<file path="config.mk">
export PLATFORM = sky130hd
export DESIGN_NAME = tmem_cell
export DESIGN_NICKNAME = d
export VERILOG_FILES = /design/src/rtl/core/tmem_pkg.sv /design/src/rtl/core/tmem_cell.sv
export SDC_FILE = /design/constraint.sdc
export NUM_CORES = 1
export LEC_CHECK = 0
export BUFFER_PORTS_ARGS = -buffer_cell sky130_fd_sc_hd__buf_2
export CAP_MARGIN = 20
export CORE_UTILIZATION = 45
export DETAILED_ROUTE_END_ITERATION = 8
export PLACE_DENSITY = 0.75
export SLEW_MARGIN = 40
export SYNTH_ARGS = -nofsm -noshare
export SYNTH_HDL_FRONTEND = slang
export SYNTH_SLANG_ARGS = --single-unit
</file>
<file path="constraint.sdc">
create_clock -name clk -period 1.9 [get_ports clk]
set_input_delay 0.38 -clock clk [delete_from_list [all_inputs] [get_ports clk]]
set_output_delay 0.38 -clock clk [all_outputs]
set_load 0.03 [all_outputs]
</file>
<file path="src/rtl/core/tmem_pkg.sv">
// ----------------------------------------------------------------------------
// tmem_pkg: shared types and constants of the TDMA team membership block
// Item layouts, agent state codes, register indexes and the cell control group.
// ----------------------------------------------------------------------------
package tmem_pkg;

  localparam logic [1:0] ST_NOT_RUNNING = 2'd0;
  localparam logic [1:0] ST_RUNNING     = 2'd1;
  localparam logic [1:0] ST_INSERT      = 2'd2;
  localparam logic [1:0] ST_REMOVE      = 2'd3;

  localparam logic OP_RECEIVE = 1'b0;
  localparam logic OP_TICK    = 1'b1;

  localparam logic CFG_OWN_AGENT    = 1'b0;
  localparam logic CFG_REMOVE_LIMIT = 1'b1;

  localparam logic [2:0] OWN_AGENT_RESET    = 3'd0;
  localparam logic [3:0] REMOVE_LIMIT_RESET = 4'd10;

  typedef struct packed {
    logic       operation;
    logic [2:0] source_agent;
  } in_item_t;

  typedef struct packed {
    logic [15:0] member_states;
    logic [3:0]  running_count;
    logic [2:0]  own_slot;
    logic        self_ignored;
  } out_item_t;

  typedef struct packed {
    logic       index;
    logic [3:0] value;
  } cfg_item_t;

  typedef struct packed {
    logic       tick;
    logic       rx;
    logic [2:0] src_agent;
    logic [2:0] own_agent;
    logic [3:0] remove_limit;
  } cell_ctrl_t;

endpackage

</file>
<file path="src/rtl/core/tmem_cell.sv">
// ----------------------------------------------------------------------------
// tmem_cell: membership cell for one agent
// Holds the agent's state, heard mark and silent round counter, and passes the
// slot count wave on to the next cell.
// ----------------------------------------------------------------------------
module tmem_cell #(
  parameter int IDX = 0,
  parameter int CW  = 4
) (
  input  logic                clk,
  input  logic                rst,
  input  tmem_pkg::cell_ctrl_t ctrl,
  input  logic                wave_in,
  input  logic [CW-1:0]       cnt_in,
  input  logic [CW-1:0]       pos_in,
  output logic [1:0]          state,
  output logic                wave_out,
  output logic [CW-1:0]       cnt_out,
  output logic [CW-1:0]       pos_out
);
  import tmem_pkg::*;

  logic [1:0] state_next;
  logic       heard;
  logic       heard_next;
  logic [3:0] silent;
  logic [3:0] silent_next;
  logic [3:0] silent_inc;
  logic       is_own;
  logic       is_src;
  logic       member;

  assign is_own     = (32'(ctrl.own_agent) == IDX);
  assign is_src     = (32'(ctrl.src_agent) == IDX);
  assign silent_inc = silent + 4'd1;
  assign member     = (state == ST_RUNNING) || (state == ST_REMOVE);

  always_comb begin
    state_next  = state;
    heard_next  = heard;
    silent_next = silent;
    if (ctrl.tick) begin
      heard_next = 1'b0;
      if (is_own) begin
        state_next = ST_RUNNING;
      end else begin
        unique case (state)
          ST_NOT_RUNNING: begin
            if (heard) state_next = ST_INSERT;
          end
          ST_INSERT: begin
            state_next = heard ? ST_RUNNING : ST_NOT_RUNNING;
          end
          ST_RUNNING: begin
            if (!heard) state_next = ST_REMOVE;
          end
          default: begin
            if (heard) begin
              silent_next = 4'd0;
              state_next  = ST_RUNNING;
            end else if (silent_inc >= ctrl.remove_limit) begin
              silent_next = 4'd0;
              state_next  = ST_NOT_RUNNING;
            end else begin
              silent_next = silent_inc;
            end
          end
        endcase
      end
    end else if (ctrl.rx && is_src && !is_own) begin
      heard_next = 1'b1;
    end
  end

  always_ff @(posedge clk) begin
    if (rst) begin
      state    <= ST_NOT_RUNNING;
      heard    <= 1'b0;
      silent   <= 4'd0;
      wave_out <= 1'b0;
    end else begin
      state    <= state_next;
      heard    <= heard_next;
      silent   <= silent_next;
      wave_out <= wave_in;
    end
  end

  always_ff @(posedge clk) begin
    if (wave_in) begin
      cnt_out <= cnt_in + CW'(member);
      pos_out <= is_own ? cnt_in : pos_in;
    end
  end

endmodule
</file>
## Word-level counts from Yosys, hierarchy flattened

Index checks and enable logic that the tools add are counted.
W data, S select, Z words.

| operators by class | value |
|---|---|
| $add $sub $neg | 2 |
| order comparisons | 1 |
| equality and inequality tests | 5 |
| muxes and demuxes | 10 |
| bitwise logic cells | 2 |
| reductions and logical operators | 12 |

Operators by type and width:

| cell | number |
|---|---|
| $mux W4 | 3 |
| $mux W2 | 5 |
| $logic_not A3 Y1 | 2 |
| $ne A3 B3 Y1 const B | 2 |
| $pmux W2 S3 | 1 |
| $reduce_bool A5 Y1 | 1 |
| $add A4 B1 Y4 | 1 |
| $add A4 B1 Y4 const B | 1 |
| $eq A2 B2 Y1 const B | 2 |
| $ge A4 B4 Y1 | 1 |
| $reduce_and A4 Y1 | 1 |
| $reduce_and A3 Y1 | 1 |
| $reduce_or A3 Y1 | 1 |
| $eq A2 B1 Y1 const B | 1 |
| $logic_and A1 B1 Y1 | 2 |
| $logic_not A2 Y1 | 1 |
| $not A1 Y1 | 2 |
| $reduce_or A2 Y1 | 1 |
| $logic_not A1 Y1 | 1 |
| $logic_or A1 B1 Y1 | 1 |
| $mux W1 | 1 |

| word-level totals | value |
|---|---|
| flip-flop bits (word level) | 16 |
| output and inout bits | 11 |
| word-level logic and storage cells | 38 |

## Logic depth before layout (Yosys ltp)

| depth | value |
|---|---|
| depth in word-level cells | 6 |
| mapped depth | 7 |
| gate-level depth less buffers | 7 |

## Worst setup path before layout

OpenSTA, ideal clock, no wires.

| path | value |
|---|---|
| path kind | flip-flop to flip-flop |
| start point | reg silent[0] |
| end point | reg state[0] |
| library setup time | 0.119 ns |
| data arrival time | 1.515 ns |
| data required time | 1.781 ns |
| setup slack | 0.266 ns |
| stages on the path, launching flop included | 8 |
| path through | dfxtp_1 > ha_1 > xor2_1 > ha_1 > nor4_1 > a211o_2 > nor3_1 > nor3_1 |

| between the ends | value |
|---|---|
| word-level cells in the longest chain between the ends | 4 |

RTL lines:

| what | line | text |
|---|---|---|
| start, declared | tmem_cell.sv:26 | `logic [3:0] silent;` |
| start signal, assigned | tmem_cell.sv:84 | `silent <= silent_next;` |
| $add A4 B1 Y4 | tmem_cell.sv:35 | `assign silent_inc = silent + 4'd1;` |
| $ge A4 B4 Y1 | tmem_cell.sv:61 | `end else if (silent_inc >= ctrl.remove_limit) begin` |
| $reduce_bool A5 Y1 (no line) | - |  |
| $reduce_and A4 Y1 (no line) | - |  |
| end signal, assigned | tmem_cell.sv:82 | `state <= state_next;` |
| end, declared | tmem_cell.sv:16 | `output logic [1:0] state,` |

No other way between the ends.
A chain may end at the register's enable or synchronous reset.

## Final worst setup path

Ends and elaborated chain as after synthesis.

==> flow_summary.rst <==
.. list-table::
   :header-rows: 1

   * - Metric
     - Value
   * - Result of the run
     - complete, no violations
   * - GPL Wtd Cong
     - about 0.87
   * - Final min period
     - 1790 ps
   * - Unrepaired setup endpoints after global routing
     - yes
   * - Sequential-to-total area share from yosys stat
     - a little under half
   * - Crit path DAT
     - slightly below 2000 ps
   * - Antenna viol nets, final
     - 0
   * - Non-filler cells, final
     - approximately 150
   * - Number of sinks handled by clock tree synthesis
     - 16
   * - Number of library cell types mapped by synthesis
     - 29
   * - Crit path kind
     - flop to flop
   * - Clock insertion delay at the later pin of the skew report
     - about 290 ps
   * - Count of routing violations after the opening detailed-route iteration
     - 28
   * - Total global-route track usage
     - ~18%
   * - Worst-path fanout max
     - 6
   * - Library cell appearing most often on the critical path
     - sky130_fd_sc_hd__nor3_1
   * - Cells traversed along the worst timing path
     - nand3_1, xnor2_1, ha_1, nor4_2, a211o_2, nor3_1, nor3_1
   * - Class of the tightest hold or removal check
     - primary input to flop
   * - Depth of the CTS H-tree
     - 1
   * - Buffers inserted during post-CTS setup optimization
     - 0
   * - Data required time of the critical path
     - 2090 ps
   * - Endpoints failing setup
     - 0
   * - Cell count after placement
     - approximately 140
   * - I/O pin total
     - 34
   * - Detailed placement HPWL
     - between 1 and 1.5 mm
   * - Post-synthesis register bit count
     - 16
   * - Area growth from synthesis to layout
     - 22.5%
   * - Fraction of synthesis flops using an asynchronous set or reset pin
     - 0%
   * - Critical path's largest stage delay
     - approximately 410 ps
   * - Number of antenna violations at the first check in global routing
     - 0
   * - Global-route wire length before repair
     - 2.62 mm
   * - Average cell area after synthesis
     - ~9.8 sq um
   * - Share of the core filled with cells in the final layout
     - 60.6%
   * - Transition time of the tightest slew-check pin
     - between 400 and 500 ps
   * - Syn. warnings
     - 0
   * - Maximum operating frequency
     - 558 MHz
   * - Internal power
     - roughly 0.5 mW
   * - Max_cap viols
     - 0
   * - Inserted Clock Buffers
     - 3
   * - Number of global-route vias before repair
     - between 600 and 700
   * - Netlist area before placement
     - about 870 sq um
   * - Clock input transition at the sequential cells of the worst setup and hold paths
     - roughly 100 ps
   * - Number of buffers inserted by port buffering
     - 33
   * - Largest vdd supply drop
     - 293 uV
   * - ANT cells
     - 0
   * - Power dissipated by switching net loads
     - 0.184 mW
   * - Detailed-route wire length per cell
     - ~11 um
   * - P_leak
     - about 0.5 nW
   * - Commonest register cell after synthesis
     - sky130_fd_sc_hd__edfxtp_1
   * - Post-DR vias/cell
     - between 5 and 6
   * - Max stage delay cell, worst path
     - sky130_fd_sc_hd__dfxtp_1
   * - Category of cells accounting for the largest share of critical-path delay
     - flip-flops
   * - Sw Ratio
     - 26.8%
   * - Net count after synthesis
     - about 120
   * - Chip Height
     - about 46 um
   * - Overflow left after global routing
     - 0
   * - Final setup skew
     - ~5.6 ps
   * - TritonCTS clock tree
     - built
   * - Largest net degree at the start of global routing
     - 11
   * - Number of gates resized after cts
     - 0
   * - Share of the clock period used by the worst path
     - 94.3%
   * - Clock Power Share
     - 27.8%
   * - Clock root buffer master
     - sky130_fd_sc_hd__clkbuf_4
   * - Category of the worst setup path launch point
     - flop
   * - Final Net Count
     - approximately 150
   * - Number of buffers on the longest clock path
     - 2
   * - Post-synth EDFFs
     - 8
   * - Count of buffering cells on the critical path with inverters included
     - 0
   * - Post-route DRC violation count
     - 0
   * - Hold Vio Cnt, Final
     - 0
   * - Number of fill cells
     - roughly 170
   * - Count of TritonRoute iterations in the first routing pass
     - 4
   * - Setup tns final
     - 0 ps
   * - Number of hold buffers added after CTS
     - 0
   * - Ratio of cells with drive above 1 in the final layout
     - 33.3%
   * - Area inside the core boundary
     - 0.00176 sq mm
   * - CP endpoint kind
     - flop
   * - Starting utilization of the core area
     - 49.4%
   * - Worst slew slack as a fraction of its limit
     - about 70%
   * - Floorplan die area
     - 0.00212 sq mm
   * - Syn Inst Count
     - 89
   * - Combinational share of power
     - between 10% and 20%
   * - Slew Limit Fails
     - 0
   * - Power per unit of standard cell area
     - about 640 mW/mm^2
   * - Sequential Power Share
     - about 56%
   * - Via Count
     - approximately 760
   * - Horizontal die dimension
     - between 40 and 50 um
   * - Routed wire length
     - 1.67 mm
   * - FP Rows
     - 15
-- logic make-up (layout without fill, tap and decap cells) --
family / Yosys count / in the layout / share of synthesized area (%)
AO/OA/AOI/OAI: 10 / 10 / 6.46
flip-flops: 16 / 16 / 45.9
adder cells (fa/ha/maj): 7 / 7 / 10.0
buffers and inverters: 9 / 43 / 6.03
XOR/XNOR: 5 / 5 / 5.02
AND/OR/NAND/NOR: 42 / 42 / 26.5
-- Yosys cell counts, types with 2 or more instances --
| library cell | n | area [sq um] |
|---|---|---|
| sky130_fd_sc_hd__xnor2_1 | 2 | 17.5 |
| sky130_fd_sc_hd__nand2_1 | 19 | 71.3 |
| sky130_fd_sc_hd__ha_1 | 7 | 87.6 |
| sky130_fd_sc_hd__nor2_1 | 2 | 7.51 |
| sky130_fd_sc_hd__a21oi_1 | 6 | 30.0 |
| sky130_fd_sc_hd__nor3_1 | 5 | 25.0 |
| sky130_fd_sc_hd__nand3_1 | 5 | 25.0 |
| sky130_fd_sc_hd__xor2_1 | 3 | 26.3 |
| sky130_fd_sc_hd__inv_1 | 5 | 18.8 |
| sky130_fd_sc_hd__edfxtp_1 | 8 | 240 |
| sky130_fd_sc_hd__dfxtp_1 | 8 | 160 |
| sky130_fd_sc_hd__buf_6 | 2 | 22.5 |
-- flip-flops by register name, indices dropped and copies added, names as in the netlist --
signal    count
cnt_out       4
pos_out       4
silent        4
state         2
heard         1
wave_out      1
-- stage by stage --
stage / setup slack (ps) / total power [mW] / instance area, sq um / hold WS (ps)
floorplan: 266 / 0.458 / 872 / 442
global placement: 210 / 0.500 / 1040 / 463
detailed placement: 157 / 0.504 / 1040 / 463
CTS: 128 / 0.693 / 1070 / 344
global route: -8.45 / 0.717 / 1070 / 354
finish: 108 / 0.685 / 1070 / 348
-- routing by layer --
layer	GRT usage (%)	wire [um]
met1	23.0	756
met2	27.3	783
met3	3.57	91
met4	10.6	40
met5	0	0
-- power groups by stage --
| stage | clock, mW | combinational, mW | sequential, mW |
|---|---|---|---|
| after detailed placement | 0 | 0.109 | 0.395 |
| after global placement | 0 | 0.106 | 0.394 |
| after global routing | 0.210 | 0.118 | 0.388 |
| final | 0.191 | 0.108 | 0.386 |
| after CTS | 0.197 | 0.110 | 0.386 |
| after floorplan | 0 | 0.0308 | 0.428 |
-- cell type report --
| cell class | count | area (sq um) | area share, % |
|---|---|---|---|
| Clock buffer | 4 | 26.3 | 2.46 |
| Inverter | 5 | 18.8 | 1.76 |
| Multi-Input combinational cell | 64 | 419 | 39.2 |
| Sequential cell | 16 | 400 | 37.5 |
| Tap cell | 25 | 31.3 | 2.93 |
| Timing Repair Buffer | 34 | 173 | 16.2 |
-- cells in the final DEF, fill, tap and decap left out, types with 2 or more instances in the layout --
master                     instances
sky130_fd_sc_hd__xnor2_1           2
sky130_fd_sc_hd__nand2_1          19
sky130_fd_sc_hd__dfxtp_1           8
sky130_fd_sc_hd__nand3_1           5
sky130_fd_sc_hd__clkbuf_4          3
sky130_fd_sc_hd__xor2_1            3
sky130_fd_sc_hd__inv_1             5
sky130_fd_sc_hd__ha_1              7
sky130_fd_sc_hd__edfxtp_1          8
sky130_fd_sc_hd__nor3_1            5
sky130_fd_sc_hd__buf_2            33
sky130_fd_sc_hd__a21oi_1           6
sky130_fd_sc_hd__nor2_1            2
-- final timing paths --
check / startpoint / to / slack [ps] / cells past startpoint
worst max-delay path: silent[0] / state[0] / 110 / 7
worst min register to register: silent[3] / silent[3] / 480 / 2
worst max register to register: silent[0] / state[0] / 110 / 7
worst min-delay path: ctrl[11] / heard / 350 / 2
Power figures use the tool's default switching activity.
